<file path="config.mk">
export PLATFORM = sky130hd
export DESIGN_NAME = npq_min_tree
export DESIGN_NICKNAME = d
export VERILOG_FILES = /design/src/rtl/npq_pkg.sv /design/src/rtl/npq_min_tree.sv
export SDC_FILE = /design/constraint.sdc
export NUM_CORES = 1
export LEC_CHECK = 0
export BUFFER_PORTS_ARGS = -buffer_cell sky130_fd_sc_hd__buf_2
export CAP_MARGIN = 20
export CORE_AREA = 3 3 210 212
export DETAILED_ROUTE_END_ITERATION = 7
export DIE_AREA = 0 0 213 215
export GPL_TIMING_DRIVEN = 0
export PLACE_DENSITY = 0.67
export SYNTH_ARGS = -nofsm -noshare
export SYNTH_HDL_FRONTEND = slang
export SYNTH_SLANG_ARGS = --single-unit
</file>
<file path="constraint.sdc">
create_clock -name vclk -period 58.7
set_input_delay 11.74 -clock vclk [all_inputs]
set_output_delay 11.74 -clock vclk [all_outputs]
set_load 0.005 [all_outputs]
</file>
<file path="src/rtl/npq_pkg.sv">
// ----------------------------------------------------------------------------
// npq_pkg - shared definitions for the nearest palette colour quantiser
// Widths, the fixed palette ROM and the default palette size.
// ----------------------------------------------------------------------------
package npq_pkg;

    localparam int PIX_W            = 24;
    localparam int CHAN_W           = 8;
    localparam int IDX_W            = 5;
    // Sum of three squared 8-bit differences is at most 195075.
    localparam int DIST_W           = 18;
    localparam int ROM_ENTRIES      = 30;
    localparam int PALETTE_SIZE_DEF = 30;

    // Fixed palette ROM, packed as red 23:16, green 15:8, blue 7:0.
    function automatic logic [PIX_W-1:0] palette_color(input logic [IDX_W-1:0] idx);
        logic [PIX_W-1:0] color;
        unique case (idx)
            5'd0:    color = 24'hC0392B;
            5'd1:    color = 24'h922B21;
            5'd2:    color = 24'h641E16;
            5'd3:    color = 24'h9B59B6;
            5'd4:    color = 24'h6C3483;
            5'd5:    color = 24'h4A235A;
            5'd6:    color = 24'h3498DB;
            5'd7:    color = 24'h2874A6;
            5'd8:    color = 24'h1B4F72;
            5'd9:    color = 24'h16A085;
            5'd10:   color = 24'h117A65;
            5'd11:   color = 24'h0E6251;
            5'd12:   color = 24'h2ECC71;
            5'd13:   color = 24'h239B56;
            5'd14:   color = 24'h186A3B;
            5'd15:   color = 24'hF1C40F;
            5'd16:   color = 24'hB7950B;
            5'd17:   color = 24'h7D6608;
            5'd18:   color = 24'hF39C12;
            5'd19:   color = 24'hB9770E;
            5'd20:   color = 24'h7E5109;
            5'd21:   color = 24'hD35400;
            5'd22:   color = 24'hA04000;
            5'd23:   color = 24'h6E2C00;
            5'd24:   color = 24'hECF0F1;
            5'd25:   color = 24'hB3B6B7;
            5'd26:   color = 24'h7B7D7D;
            5'd27:   color = 24'h95A5A6;
            5'd28:   color = 24'h717D7E;
            5'd29:   color = 24'h4D5656;
            default: color = '0;
        endcase
        return color;
    endfunction

endpackage

</file>
<file path="src/rtl/npq_min_tree.sv">
// ----------------------------------------------------------------------------
// npq_min_tree - index of the smallest distance, lowest index on ties
// Balanced compare-select tree; the left operand always covers lower indices.
// ----------------------------------------------------------------------------
module npq_min_tree #(
    parameter int SEARCH_N = npq_pkg::PALETTE_SIZE_DEF
) (
    input  logic [SEARCH_N-1:0][npq_pkg::DIST_W-1:0] dist_sq,
    output logic [npq_pkg::IDX_W-1:0]                best_idx
);

    localparam int LEVELS = (SEARCH_N > 1) ? $clog2(SEARCH_N) : 0;
    localparam int PAD    = 1 << LEVELS;

    logic [npq_pkg::DIST_W-1:0] node_d [LEVELS+1][PAD];
    logic [npq_pkg::IDX_W-1:0]  node_i [LEVELS+1][PAD];

    always_comb
    begin
        // Padding leaves carry the largest code, which no real distance reaches.
        for (int lv = 0; lv <= LEVELS; lv++)
        begin
            for (int j = 0; j < PAD; j++)
            begin
                node_d[lv][j] = '1;
                node_i[lv][j] = '0;
            end
        end
        for (int j = 0; j < SEARCH_N; j++)
        begin
            node_d[0][j] = dist_sq[j];
            node_i[0][j] = npq_pkg::IDX_W'(j);
        end
        for (int lv = 0; lv < LEVELS; lv++)
        begin
            for (int j = 0; j < (PAD >> (lv + 1)); j++)
            begin
                // The right entry wins only when strictly nearer.
                if (node_d[lv][2*j+1] < node_d[lv][2*j])
                begin
                    node_d[lv+1][j] = node_d[lv][2*j+1];
                    node_i[lv+1][j] = node_i[lv][2*j+1];
                end
                else
                begin
                    node_d[lv+1][j] = node_d[lv][2*j];
                    node_i[lv+1][j] = node_i[lv][2*j];
                end
            end
        end
    end

    assign best_idx = node_i[LEVELS][0];

endmodule

</file>
==> impl_results.md <==
* FMAX at 0.0265 GHz
* Final hold vios at 0
* Status: finished, final reports clean
* MaxCap Viol Count at 0
* Library cells used by synthesis at 78
* Vias/cell at 5.69
* CP max stage cell: a21oi_1
* Grt ovf at 0
* Layout fillers at 4,268
* Seq_cells at 0
* Critical Path AT at 26.04 ns
* Die height at 215 µm
* Required @ worst endpoint at 46.96 ns
* Post-route DRC violation count at 0
* Register area at 0 µm²
* Slowest stage delay, CP at 0.84 ns
* First-pass GRT wire length at between 100 and 150 mm
* Final wirelength at 68.4 mm
* Pwr Total at 0.699 mW
* Initial antenna violation count at 6
* Hold Crit Class: in -> out
* GP Congestion at 1.00
* Final cell count without fillers at 3,612
* Die area at 45,800 µm²
* Tcrit/Tclk final at 64.4%
* Fraction of layout cells with a size suffix above 1 at about 22%
* Final setup violating endpoints at 0
* PortBufs at 545
* Post-CTS Setup Bufs at 0
* Tightest Pin Transition at 1.08 ns
* Syn nets at 3,547
* Leak Pwr at roughly 12 nW
* Multi-input gate area at 16,200 µm²
* Clock power frac at 0%
* Boundary Pins at 545
* Synthesized instance count at 2,522
* 1st-iter DRT viols at 1,492
* WL/cell at 18.9 µm
* Cell internal pwr at 0.279 mW
* Sum Neg Setup Slack at 0 ns
* Detail Route Antenna Nets at 0
* Combinational Power Share at 100.0%
* Crit end category: output pin
* Die X at around 210 µm
* DRT Pass-1 Iters at 6
* Largest net degree at the start of global routing at 11
* Area of the core at 42,100 µm²
* DR vias at 20,555
* Switching power at 0.421 mW
* RSZ-0062 raised after global routing: no
* Sw Ratio at 60.1%
* Placed cells at 3,606
* Nets at 4,094
* Yosys warns at 0
* Row count at 75
* Synthesis-to-finish area growth at 19.3%
* PostCTS Resize Cnt at 0
* Hold-fix buffer count after cts at 0
* Worst IR drop on VDD at around 26 µV
* Initial Util at 42.0%
* Pwr Density at 33.1 nW/µm²
* Post-Syn Area at 17,700 µm²
* Crit path max fanout at 10
* DP HPWL at 62.0 mm
* Seq pwr share at 0%
* Synth Area per Inst at 7.02 µm²
* Max Transition Viols Final at 0
* Post-layout min period at 37.78 ns
* Critical path type: in -> out
* Clk_buf instances at 0
* Crit path launch type: input port
* Total Routing Usage GR at 27.8%
* Most frequent cell on the critical path: a21oi_1
* Vias in the first global route at between 20,000 and 25,000
* Worst slew margin at between 20 and 30%
* Seq/Total Area, Yosys at 0%
cell usage after synthesis, types with 6 or more instances:
cell type | number | area, µm²
nand3_1 | 45 | 225
and4_1 | 11 | 96.3
a21oi_1 | 301 | 1510
nor3_1 | 20 | 100
nand2b_1 | 30 | 188
nor2_1 | 216 | 811
mux2i_1 | 137 | 1370
buf_2 | 6 | 30.0
a221oi_1 | 7 | 61.3
inv_1 | 348 | 1310
a31oi_1 | 15 | 93.8
nand2_1 | 190 | 713
mux2_2 | 104 | 1170
ha_1 | 485 | 6070
a2111oi_0 | 13 | 114
o21ai_0 | 154 | 771
o211ai_1 | 13 | 97.6
o21a_1 | 49 | 368
a21o_1 | 88 | 661
o21ai_1 | 12 | 60.1
nor2b_1 | 22 | 138
clkbuf_1 | 57 | 214
a221o_1 | 6 | 60.1
and3_1 | 10 | 62.6
a211o_1 | 6 | 52.6
a211oi_1 | 25 | 188
nand4_1 | 57 | 357
or2_2 | 6 | 37.5
worst max-delay path, delay by kind of cell:
| kind | cells | cell delay [ns] |
|---|---|---|
| buffers and inverters | 7 | 1.88 |
| AND/OR/NAND/NOR | 17 | 2.49 |
| AO/OA/AOI/OAI | 32 | 7.32 |
| adder cells (fa/ha/maj) | 5 | 1.38 |
| multiplexers | 3 | 1.21 |
kinds of logic (layout without fill, tap and decap cells):
group,count (synthesis),after routing,synth area share [%]
AOI/OAI and AO/OA,744,744,25.8
and+or+nand+nor,634,634,16.5
adders and majority gates,486,486,34.3
buffers and inverters,414,959,8.82
muxes,243,243,14.5
xor gates and xnor gates,1,1,0.0495
other,0,6,0
per-stage QoR:
step | hold slack (ns) | instance area [µm²] | util [%] | setup slack (ns)
finish | 24.61 | 21100 | 50.1 | 20.92
global route | 24.66 | 21100 | 50.1 | 19.71
CTS | 24.60 | 21100 | 50.1 | 21.10
detailed placement | 24.60 | 21100 | 50.1 | 21.13
global placement | 24.58 | 21100 | 50.1 | 21.47
floorplan | 24.06 | 17700 | - | 23.41
per-layer routing:
layer / share of wire (%) / global-route usage (%) / vias to the layer above
li1: - / - / 10219
met1: 43 / 35.1 / 9475
met2: 47 / 49.2 / 733
met3: 6.4 / 3.43 / 128
met4: 3.3 / 7.98 / 0
met5: 0 / 0 / -
cell type report:
type / count / area share (%)
multi-input cells: 2108 / 76.4
repair buffers: 545 / 12.9
well taps: 539 / 3.19
plain buffers: 66 / 1.21
inverters: 348 / 6.18
diodes: 6 / 0.0711
power by group through the flow:
stage          combinational [mW]  sequential [mW]     clock, mW
2_1_floorplan               0.474                0             0
3_3_place_gp                0.666                0             0
3_5_place_dp                0.687                0             0
4_1_cts                     0.691                0             0
5_1_grt                     0.780                0  0.0000000137
6_report                    0.699                0  0.0000000138
final timing paths:
path                    startpoint     endpoint  cells after the start
worst min-delay path  dist_sq[525]  best_idx[2]                      7
worst max-delay path  dist_sq[253]  best_idx[2]                     64
layout by cell type, fill, tap and decap left out, types with 5 or more instances in the layout:
cell,n
o21ai_1,12
a221o_1,6
a21o_1,88
nand4_1,57
a21oi_1,301
nor2b_1,22
a221oi_1,7
a211oi_1,25
o21ai_0,154
o21a_1,49
nand3_1,45
ha_1,485
and3_1,10
a211o_1,6
nand2b_1,30
nand2_1,190
diode_2,6
o211ai_1,13
a31oi_1,15
or2_2,6
buf_2,551
a2111oi_0,13
nor3_1,19
inv_1,348
mux2_2,104
mux2i_1,137
clkbuf_1,57
a41oi_1,5
and4_1,11
nor2_1,216
and2_1,5
Power figures use the tool's default switching activity.
